--- src/sv/bic_pkg.sv ---
package bic_pkg;

    // Bank sizes
    localparam int BASIC_SOURCES    = 8;
    localparam int SOURCES_PER_BANK = 32;

    // Item actions
    typedef enum logic [1:0] {
        ACT_READ   = 2'd0,
        ACT_WRITE  = 2'd1,
        ACT_SAMPLE = 2'd2,
        ACT_NONE   = 2'd3
    } t_action;

    // Register indexes (byte offset / 4)
    localparam logic [3:0] REG_PEND_TOP   = 4'd0;
    localparam logic [3:0] REG_PEND_1     = 4'd1;
    localparam logic [3:0] REG_PEND_2     = 4'd2;
    localparam logic [3:0] REG_FIQ_CTRL   = 4'd3;
    localparam logic [3:0] REG_EN_1       = 4'd4;
    localparam logic [3:0] REG_EN_2       = 4'd5;
    localparam logic [3:0] REG_EN_BASIC   = 4'd6;
    localparam logic [3:0] REG_DIS_1      = 4'd7;
    localparam logic [3:0] REG_DIS_2      = 4'd8;
    localparam logic [3:0] REG_DIS_BASIC  = 4'd9;

    // Shortcut lines: bank 1 entries first, then bank 2
    localparam int SC_COUNT  = 11;
    localparam int SC1_COUNT = 5;
    localparam int SC_FIRST  = 10;
    localparam logic [4:0] SC_LINE [SC_COUNT] = '{
        5'd7, 5'd9, 5'd10, 5'd18, 5'd19,
        5'd21, 5'd22, 5'd23, 5'd24, 5'd25, 5'd30
    };

    // Bank line masks covered by the shortcut bits
    localparam logic [31:0] SC1_LINE_MASK = 32'h000c_0680;
    localparam logic [31:0] SC2_LINE_MASK = 32'h43e0_0000;

    // FIQ control fields
    localparam int FIQ_EN_BIT = 7;
    localparam logic [6:0] FIQ_BANK2_START = 7'd32;
    localparam logic [6:0] FIQ_BASIC_START = 7'd64;
    localparam logic [6:0] FIQ_BASIC_END   = 7'd72;

    // Lowest set bit of a word, zero when none
    function automatic logic [4:0] low_bit(input logic [31:0] v);
        logic [4:0] r;
        r = '0;
        for (int i = 31; i >= 0; i--) begin
            if (v[i]) begin
                r = 5'(i);
            end
        end
        return r;
    endfunction

    // Top pending word
    function automatic logic [31:0] top_word(
        input logic [BASIC_SOURCES-1:0]    bp,
        input logic [SOURCES_PER_BANK-1:0] p1,
        input logic [SOURCES_PER_BANK-1:0] p2
    );
        logic [31:0] w;
        w = '0;
        w[BASIC_SOURCES-1:0] = bp;
        w[8] = |(p1 & ~SC1_LINE_MASK);
        w[9] = |(p2 & ~SC2_LINE_MASK);
        for (int i = 0; i < SC_COUNT; i++) begin
            if (i < SC1_COUNT) begin
                w[SC_FIRST + i] = p1[SC_LINE[i]];
            end else begin
                w[SC_FIRST + i] = p2[SC_LINE[i]];
            end
        end
        return w;
    endfunction

endpackage

--- src/sv/banked_interrupt_controller.sv ---
// Three-bank level interrupt controller: 8 basic lines and two banks of 32 lines.
// Each item is a register read, a register write or a sample of the line levels,
// and gives exactly one result: read data (taken before the item's update) and
// the IRQ request, FIQ request and next source by handler priority (taken after
// it). One item is accepted every cycle unless o_stall is high; its result is registered in
// the output stage, or in the skid stage while an earlier result waits. The register update,
// pending masks and priority encoder are one combinational pass into the result register,
// and a one-entry skid stage lets the input keep flowing while a result waits at the output.
module banked_interrupt_controller (
    input  logic        i_clk,
    input  logic        i_rst_n,
    input  logic        i_valid,
    output logic        o_stall,
    input  logic [1:0]  i_action,
    input  logic [3:0]  i_reg_index,
    input  logic [31:0] i_write_data,
    input  logic [7:0]  i_basic_lines,
    input  logic [31:0] i_bank1_lines,
    input  logic [31:0] i_bank2_lines,
    output logic        o_valid,
    input  logic        i_stall,
    output logic [31:0] o_read_data,
    output logic        o_irq_request,
    output logic        o_fiq_request,
    output logic [6:0]  o_next_source,
    output logic        o_next_valid
);

    localparam int NB = bic_pkg::BASIC_SOURCES;
    localparam int NS = bic_pkg::SOURCES_PER_BANK;

    typedef struct packed {
        logic [31:0] read_data;
        logic        irq;
        logic        fiq;
        logic [6:0]  next_source;
        logic        next_valid;
    } t_result;

    // Block state
    logic [NB-1:0] r_basic_enable, n_basic_enable;
    logic [NS-1:0] r_bank1_enable, n_bank1_enable;
    logic [NS-1:0] r_bank2_enable, n_bank2_enable;
    logic [7:0]    r_fiq_control,  n_fiq_control;
    logic [NB-1:0] r_basic_level,  n_basic_level;
    logic [NS-1:0] r_bank1_level,  n_bank1_level;
    logic [NS-1:0] r_bank2_level,  n_bank2_level;

    // Output and skid stages
    logic    r_out_valid, r_skid_valid;
    t_result r_out, r_skid;
    t_result res;

    logic in_take, out_take;
    bic_pkg::t_action act;

    logic [NB-1:0] bp_pre, bp;
    logic [NS-1:0] p1_pre, p2_pre, p1, p2;
    logic [6:0]    fiq_sel;

    assign o_stall  = r_skid_valid;
    assign in_take  = i_valid && !r_skid_valid;
    assign out_take = r_out_valid && !i_stall;
    assign act      = bic_pkg::t_action'(i_action);

    // Next state for the item at the input
    always_comb begin
        n_basic_enable = r_basic_enable;
        n_bank1_enable = r_bank1_enable;
        n_bank2_enable = r_bank2_enable;
        n_fiq_control  = r_fiq_control;
        n_basic_level  = r_basic_level;
        n_bank1_level  = r_bank1_level;
        n_bank2_level  = r_bank2_level;
        if (act == bic_pkg::ACT_WRITE) begin
            unique case (i_reg_index)
                bic_pkg::REG_FIQ_CTRL:  n_fiq_control  = i_write_data[7:0];
                bic_pkg::REG_EN_1:      n_bank1_enable = r_bank1_enable | i_write_data;
                bic_pkg::REG_EN_2:      n_bank2_enable = r_bank2_enable | i_write_data;
                bic_pkg::REG_EN_BASIC:
                    n_basic_enable = r_basic_enable | i_write_data[NB-1:0];
                bic_pkg::REG_DIS_1:     n_bank1_enable = r_bank1_enable & ~i_write_data;
                bic_pkg::REG_DIS_2:     n_bank2_enable = r_bank2_enable & ~i_write_data;
                bic_pkg::REG_DIS_BASIC:
                    n_basic_enable = r_basic_enable & ~i_write_data[NB-1:0];
                default: ;
            endcase
        end else if (act == bic_pkg::ACT_SAMPLE) begin
            n_basic_level = i_basic_lines;
            n_bank1_level = i_bank1_lines;
            n_bank2_level = i_bank2_lines;
        end
    end

    // Pending masks before and after the update
    assign bp_pre = r_basic_level & r_basic_enable;
    assign p1_pre = r_bank1_level & r_bank1_enable;
    assign p2_pre = r_bank2_level & r_bank2_enable;
    assign bp     = n_basic_level & n_basic_enable;
    assign p1     = n_bank1_level & n_bank1_enable;
    assign p2     = n_bank2_level & n_bank2_enable;
    assign fiq_sel = n_fiq_control[6:0];

    // Build the result word
    always_comb begin
        res = '0;
        if (act == bic_pkg::ACT_READ) begin
            unique case (i_reg_index)
                bic_pkg::REG_PEND_TOP: res.read_data = bic_pkg::top_word(bp_pre, p1_pre, p2_pre);
                bic_pkg::REG_PEND_1:   res.read_data = p1_pre;
                bic_pkg::REG_PEND_2:   res.read_data = p2_pre;
                bic_pkg::REG_FIQ_CTRL: res.read_data = {24'd0, r_fiq_control};
                bic_pkg::REG_EN_1, bic_pkg::REG_DIS_1:
                    res.read_data = r_bank1_enable;
                bic_pkg::REG_EN_2, bic_pkg::REG_DIS_2:
                    res.read_data = r_bank2_enable;
                bic_pkg::REG_EN_BASIC, bic_pkg::REG_DIS_BASIC:
                    res.read_data = {{(32-NB){1'b0}}, r_basic_enable};
                default: res.read_data = '0;
            endcase
        end

        res.irq = (|bp) || (|p1) || (|p2);

        // Pick the FIQ line from the selected bank
        if (n_fiq_control[bic_pkg::FIQ_EN_BIT]) begin
            if (fiq_sel < bic_pkg::FIQ_BANK2_START) begin
                res.fiq = n_bank1_level[fiq_sel[4:0]];
            end else if (fiq_sel < bic_pkg::FIQ_BASIC_START) begin
                res.fiq = n_bank2_level[fiq_sel[4:0]];
            end else if (fiq_sel < bic_pkg::FIQ_BASIC_END) begin
                res.fiq = n_basic_level[fiq_sel[2:0]];
            end
        end

        // Handler priority: basic, bank 1 shortcuts, bank 2 shortcuts, bank 1, bank 2
        res.next_valid = 1'b1;
        if (|bp) begin
            res.next_source = {2'd0, bic_pkg::low_bit({{(32-NB){1'b0}}, bp})};
        end else if (|(p1 & bic_pkg::SC1_LINE_MASK)) begin
            res.next_source = {2'd1, bic_pkg::low_bit(p1 & bic_pkg::SC1_LINE_MASK)};
        end else if (|(p2 & bic_pkg::SC2_LINE_MASK)) begin
            res.next_source = {2'd2, bic_pkg::low_bit(p2 & bic_pkg::SC2_LINE_MASK)};
        end else if (|p1) begin
            res.next_source = {2'd1, bic_pkg::low_bit(p1)};
        end else if (|p2) begin
            res.next_source = {2'd2, bic_pkg::low_bit(p2)};
        end else begin
            res.next_source = '0;
            res.next_valid  = 1'b0;
        end
    end

    // Hold state and advance the output stages
    always_ff @(posedge i_clk) begin
        if (!i_rst_n) begin
            r_basic_enable <= '0;
            r_bank1_enable <= '0;
            r_bank2_enable <= '0;
            r_fiq_control  <= '0;
            r_basic_level  <= '0;
            r_bank1_level  <= '0;
            r_bank2_level  <= '0;
            r_out_valid    <= 1'b0;
            r_skid_valid   <= 1'b0;
        end else begin
            if (in_take) begin
                r_basic_enable <= n_basic_enable;
                r_bank1_enable <= n_bank1_enable;
                r_bank2_enable <= n_bank2_enable;
                r_fiq_control  <= n_fiq_control;
                r_basic_level  <= n_basic_level;
                r_bank1_level  <= n_bank1_level;
                r_bank2_level  <= n_bank2_level;
            end
            if (!r_out_valid || out_take) begin
                if (r_skid_valid) begin
                    r_out        <= r_skid;
                    r_out_valid  <= 1'b1;
                    r_skid_valid <= 1'b0;
                end else begin
                    r_out       <= res;
                    r_out_valid <= in_take;
                end
            end else if (in_take) begin
                r_skid       <= res;
                r_skid_valid <= 1'b1;
            end
        end
    end

    assign o_valid       = r_out_valid;
    assign o_read_data   = r_out.read_data;
    assign o_irq_request = r_out.irq;
    assign o_fiq_request = r_out.fiq;
    assign o_next_source = r_out.next_source;
    assign o_next_valid  = r_out.next_valid;

`ifndef NO_ASSERTIONS
    // Skid entry only exists behind a waiting output
    a_skid_behind_out: assert property (@(posedge i_clk) disable iff (!i_rst_n)
        r_skid_valid |-> r_out_valid)
        else $error("skid stage full while output stage empty");

    // A named next source is always a pending one
    a_next_needs_irq: assert property (@(posedge i_clk) disable iff (!i_rst_n)
        o_valid && o_next_valid |-> o_irq_request)
        else $error("next source valid without a pending interrupt");

    a_irq_needs_next: assert property (@(posedge i_clk) disable iff (!i_rst_n)
        o_valid && o_irq_request |-> o_next_valid)
        else $error("pending interrupt without a next source");

    // Skid item moves forward when the output is taken
    a_skid_drains: assert property (@(posedge i_clk) disable iff (!i_rst_n)
        r_skid_valid && !i_stall |=> r_out_valid && !r_skid_valid)
        else $error("skid item not moved to output");

    // Output empty right after reset
    a_reset_empty: assert property (@(posedge i_clk)
        $past(!i_rst_n) |-> !o_valid)
        else $error("result valid right after reset");
`endif

endmodule

--- config.mk ---
export PLATFORM = sky130hd
export DESIGN_NAME = banked_interrupt_controller
export DESIGN_NICKNAME = d
export VERILOG_FILES = /design/src/sv/bic_pkg.sv /design/src/sv/banked_interrupt_controller.sv
export SDC_FILE = /design/constraint.sdc
export NUM_CORES = 1
export LEC_CHECK = 0
export BUFFER_PORTS_ARGS = -buffer_cell sky130_fd_sc_hd__buf_2
export CAP_MARGIN = 25
export CORE_MARGIN = 8
export CORE_UTILIZATION = 46
export DETAILED_ROUTE_END_ITERATION = 8
export HOLD_SLACK_MARGIN = 0.06
export PLACE_DENSITY = 0.65
export SYNTH_ARGS = -nofsm -noshare
export SYNTH_HDL_FRONTEND = slang
export SYNTH_SLANG_ARGS = --single-unit
--- constraint.sdc ---
create_clock -name i_clk -period 3.83 [get_ports i_clk]
set_input_delay 0.5745 -clock i_clk [delete_from_list [all_inputs] [get_ports i_clk]]
set_output_delay 0.5745 -clock i_clk [all_outputs]
set_load 0.05 [all_outputs]
# ---- Yosys cells after proc, flatten, opt, wreduce, memory -nomap -nowiden
# Index checks and enable logic that the tools add are counted.
dict set report word_totals {
  ff_bits 238
  in_bits 114
  output_inout_bits 44
  wordCells 195
}
dict set report classes {
  magnitude_cmp 5
  eq_ne 11
  muxes 121
  bitwise_logic 16
  reduce_logical 23
}
# op n
set op_table {}
lappend op_table {{two-way mux 5 bit} 82}
lappend op_table {{two-way mux 32 bit} 7}
lappend op_table {{case mux 32 bit (7 select lines)} 1}
lappend op_table {{AND 32 bit} 6}
lappend op_table {{case mux 32 bit (2 select lines)} 2}
lappend op_table {{OR 32 bit} 2}
lappend op_table {{OR reduction 32 bit} 2}
lappend op_table {{two-way mux 42 bit} 1}
lappend op_table {{two-way mux 8 bit} 5}
lappend op_table {{two-way mux 7 bit} 5}
lappend op_table {{NOT 32 bit} 1}
lappend op_table {{OR reduction 27 bit} 1}
lappend op_table {{OR reduction 26 bit} 1}
lappend op_table {{AND 8 bit} 3}
lappend op_table {{equality test 4 x 3 -> 1 bit, second input constant} 4}
lappend op_table {{case mux 8 bit (2 select lines)} 1}
lappend op_table {{less-than comparator 7 bit, second input constant} 2}
lappend op_table {{two-way mux 1 bit} 13}
lappend op_table {{binary-select mux 1 bit (select 5 bit)} 2}
lappend op_table {{equality test 4 x 2 -> 1 bit, second input constant} 2}
lappend op_table {{equality test 4 bit, second input constant} 2}
lappend op_table {{NOT 8 bit} 1}
lappend op_table {{OR 8 bit} 1}
lappend op_table {{OR reduction 2 bit} 4}
lappend op_table {{19 further kinds} 25}

# ---- Longest topological paths before layout
dict set report depth {
  word_depth 43
  depth_mapped 14
  depth_no_buf 9
}

# ---- Least setup slack after synthesis
# No wires, ideal clock.
dict set report synth_timing {
  kind {input port to flip-flop}
  start {input port i_action[0]}
  end {register r_out, in the netlist o_next_source[3] (data pin)}
  setup_time_ns 0.260
  arrival_time_ns 3.178
  required_ns 3.570
  slack_ns 0.392
  stages 13
  n_path_buf 4
  cell_sequence {buf_2 nor2b_1 buf_4 buf_2 buf_4 mux2i_1 a21oi_2 nor4_4 nand4_2 o211a_1 and4b_1 o2111a_1 mux2_2}
}
# item line
set synth_rtl {}
lappend synth_rtl {{start: declaration} banked_interrupt_controller.sv:14} ;# input logic [1:0] i_action,
lappend synth_rtl {{end signal: assignment} banked_interrupt_controller.sv:178} ;# r_out <= r_skid;
lappend synth_rtl {{end signal: assignment} banked_interrupt_controller.sv:182} ;# r_out <= res;
lappend synth_rtl {{end: declaration} banked_interrupt_controller.sv:51} ;# t_result r_out, r_skid;

==> run_results.csv <==
group,metric,value,unit
outcome,status,"finished, final reports clean",
setup_path,crit_arrival,3.97,ns
setup_path,cp_max_fo,29,
synth,synth_ff_type,"dfxtp_1",
setup_path,end_kind,"flip-flop",
detailed_routing,drt_iter0_drc,2243,
finish,num_antenna_cells,0,
synth,synth_cell_types,74,
floorplanning,io_pins,158,
timing,min_period_over_period,92.28,%
grt,grt_pass1_vias,15443,
timing,max_freq,282.9,MHz
grt,grt_pass1_wl,102400,um
finish,seq_area,0.005605,mm^2
hold_path,hold_path_class,"primary input to flip-flop",
hold_path,min_from,"i_bank2_lines[0]",
detailed_routing,num_vias,16209,
grt,grt_max_degree,129,
timing,slew_violations,0,
cts,post_cts_buffers,0,
setup_path,slowest_delay,0.62,ns
synth,ys_seq_elements,238,
synth,ys_seq_area_share,38.62,%
detailed_routing,routed_wl,70120,um
finish,stdcell_area,0.01805,mm^2
detailed_routing,vias_per_cell,6.662,
floorplanning,die_w,193.6,um
cts,cts_buffer_depth,3,
floorplanning,initial_core_util,46.36,%
timing,rsz0062_at_grt,"false",
finish,final_cells,2433,
cts,clock-sinks,238,
finish,fillers,2903,
setup_path,start_kind,"primary input",
setup_path,path_cells,"buf_2 > buf_4 > nand4b_1 > buf_12 > buf_12 > o21ai_0 > a21oi_1 > or4_1 > and4bb_2 > o211a_1 > buf_4 > nor2_1 > nor3_1 > mux2_2",
synth,syn_avg_cell_area,8.381,um^2
synth,yosys_warnings,0,
detailed_routing,dr.pass1.iters,8,
setup_path,critPathKind,"primary input to flip-flop",
timing,min_period,3.534,ns
placed_design,place_ws,-0.1065,ns
timing,setup_viol,0,
placed_design,gp_congestion,1.035,
pwr,p_leak,7.094,nW
placed_design,dpl.hpwl,53430,um
cts,htreeDepth,1,
finish,final_common_cell,"buf_4",
timing,final-hold-violation-count,0,
job,cap_violations,0,
placed_design,port_buffers,157,
grt,gr-total-overflow,0,
setup_path,rr_startpoint,"r_bank2_level[0]",
cts,clk_pin_slew,0.06,ns
cts,cts_root_buf,"clkbuf_16",
cts,clock_latency,0.57,ns
synth,synth_edf_count,84,
finish,fin_util,57.66,%
timing,finClkSkew,0.01170,ns
timing,worst_slack,0.2955,ns
setup_path,crit_slowest_cell,"or4_1",
setup_path,crit_start,"i_reg_index[1]",
synth,syn-cell-area,0.01452,mm^2
synth,syn_inst,1732,
cts,cts_made_buffers,27,
cts,cts_tree,"built",
setup_path,required,4.27,ns
placed_design,dp.cells,2384,
pwr,power_density,359.3,mW/mm^2
synth,async_reset_ff_share,0,%
hold_path,hold_depth,3,
cts,cts_resized,0,
cts,holdBufCountCts,0,
setup_path,rr_worst_depth,8,
grt,grt_antenna_before_repair,1,
finish,syn_to_final_growth,24.39,%
detailed_routing,drt.antenna.violating_nets,0,
finish,drive_above_1_share,24.22,%
floorplanning,die_area,0.03749,mm^2
floorplanning,core,0.03131,mm^2
synth,syn_nets,1846,
timing,max_slew.worst_pin.slew,1.057,ns
floorplanning,rows,65,
finish,final_cell_mix,"214 x buf_4, 173 x a21oi_1, 168 x nor2_1, 157 x buf_2, 156 x o21ai_0",
grt,grt_usage,35.73,%
detailed_routing,wl_per_cell,28.82,um
pwr,vdd.ir_drop.worst,0.0003314,V
detailed_routing,drc,0,
placed_design,dpl_cell_area,0.01723,mm^2
finish,multi_input_area,0.008342,mm^2
timing,maxSlewHeadroom,29.38,%
floorplanning,die_y,193.6,um
finish,nets,2125,
stage by stage:
stage               hold slack [ns]  total power (W)  TNS [ns]
finish                       0.2675         0.006487         0
global route                 0.2963         0.006626         0
CTS                          0.2746         0.006434         0
detailed placement           0.4761         0.003967   -0.5050
global placement             0.4687         0.003959   -0.2500
floorplan                    0.4556         0.003427         0
worst paths after layout:
check	endpoint	slack [ns]
setup / recovery	o_next_source[6]	0.30
hold / removal	r_bank2_level[0]	0.27
setup reg to reg	o_next_source[3]	0.81
hold reg to reg	r_basic_enable[7]	0.49
state kept, by name (all words and copies together) (netlist names):
signal and cells:
r_skid 42, o_read_data 32, r_bank1_enable 32, r_bank1_level 32, r_bank2_enable 32, r_bank2_level 32, r_basic_enable 8, r_basic_level 8
r_fiq_control 8, o_next_source 7, o_fiq_request 1, o_irq_request 1, o_next_valid 1, o_stall 1, o_valid 1
final cells by class:
| type | count | area share (%) |
|---|---|---|
| multi-input combinational | 1345 | 46.20 |
| sequential | 238 | 31.05 |
| timing repair buffer | 388 | 15.14 |
| clock buffer | 32 | 3.902 |
| tap | 402 | 2.786 |
| clock inverter | 17 | 0.6861 |
| inverter | 11 | 0.2426 |
Yosys cell counts, types with 4 or more instances:
library cell	instances	area share [%]
buf_1	15	0.39
mux2i_1	98	6.8
buf_2	21	0.72
a211o_1	6	0.36
a22o_1	6	0.36
nor4_4	6	0.88
and3_1	5	0.22
nor2_1	169	4.4
a311oi_1	7	0.42
o211ai_1	8	0.41
o21ai_0	156	5.4
nand3_1	143	4.9
and2_1	9	0.39
nor2b_1	5	0.22
edfxtp_1	84	17
nand2_1	133	3.4
a21o_1	66	3.4
o21ai_1	14	0.48
nand2b_1	4	0.17
buf_6	5	0.39
a22oi_1	47	2.4
a221oi_1	7	0.42
a21oi_1	174	6.0
clkbuf_1	89	2.3
nor3_1	13	0.45
a41oi_1	5	0.30
dfxtp_1	154	21
a21boi_0	7	0.36
nand3b_1	33	1.7
nor4_1	10	0.43
nor4bb_1	4	0.28
inv_1	9	0.23
a211oi_1	87	4.5
o31ai_1	18	0.93
mux2_2	25	1.9
a31oi_1	11	0.47
mux4_2	4	0.62
nand4_1	12	0.52
buf_4	7	0.36
routing by layer:
metal  up-vias  share of wire [%]  global-route usage, %
met5         -              0.023                      0
met4         2                3.9                  12.23
met3       170                 15                  13.10
met2      1201                 40                  50.96
met1      7721                 41                  48.99
li1       7115                  -                      -
cells by family after synthesis:
logic type             Yosys count  synth area share [%]
multiplexers                   128                 9.413
AND/OR/NAND/NOR                568                 19.38
AO/OA/AOI/OAI                  649                 28.11
flip-flops                     238                 38.62
buffers and inverters          149                 4.482
where the power goes:
group	switching (W)	internal, W	leakage [nW]
sequential	0.000109	0.00271	2.13
combinational	0.000737	0.000409	4.56
clock	0.00115	0.00138	0.398
worst max-delay path: cells and delay by family:
family                 cells  cell delay (ns)
AND/OR/NAND/NOR            5             1.42
multiplexers               1             0.21
buffers and inverters      5             0.80
AO/OA/AOI/OAI              3             0.92
Power figures use the tool's default switching activity.
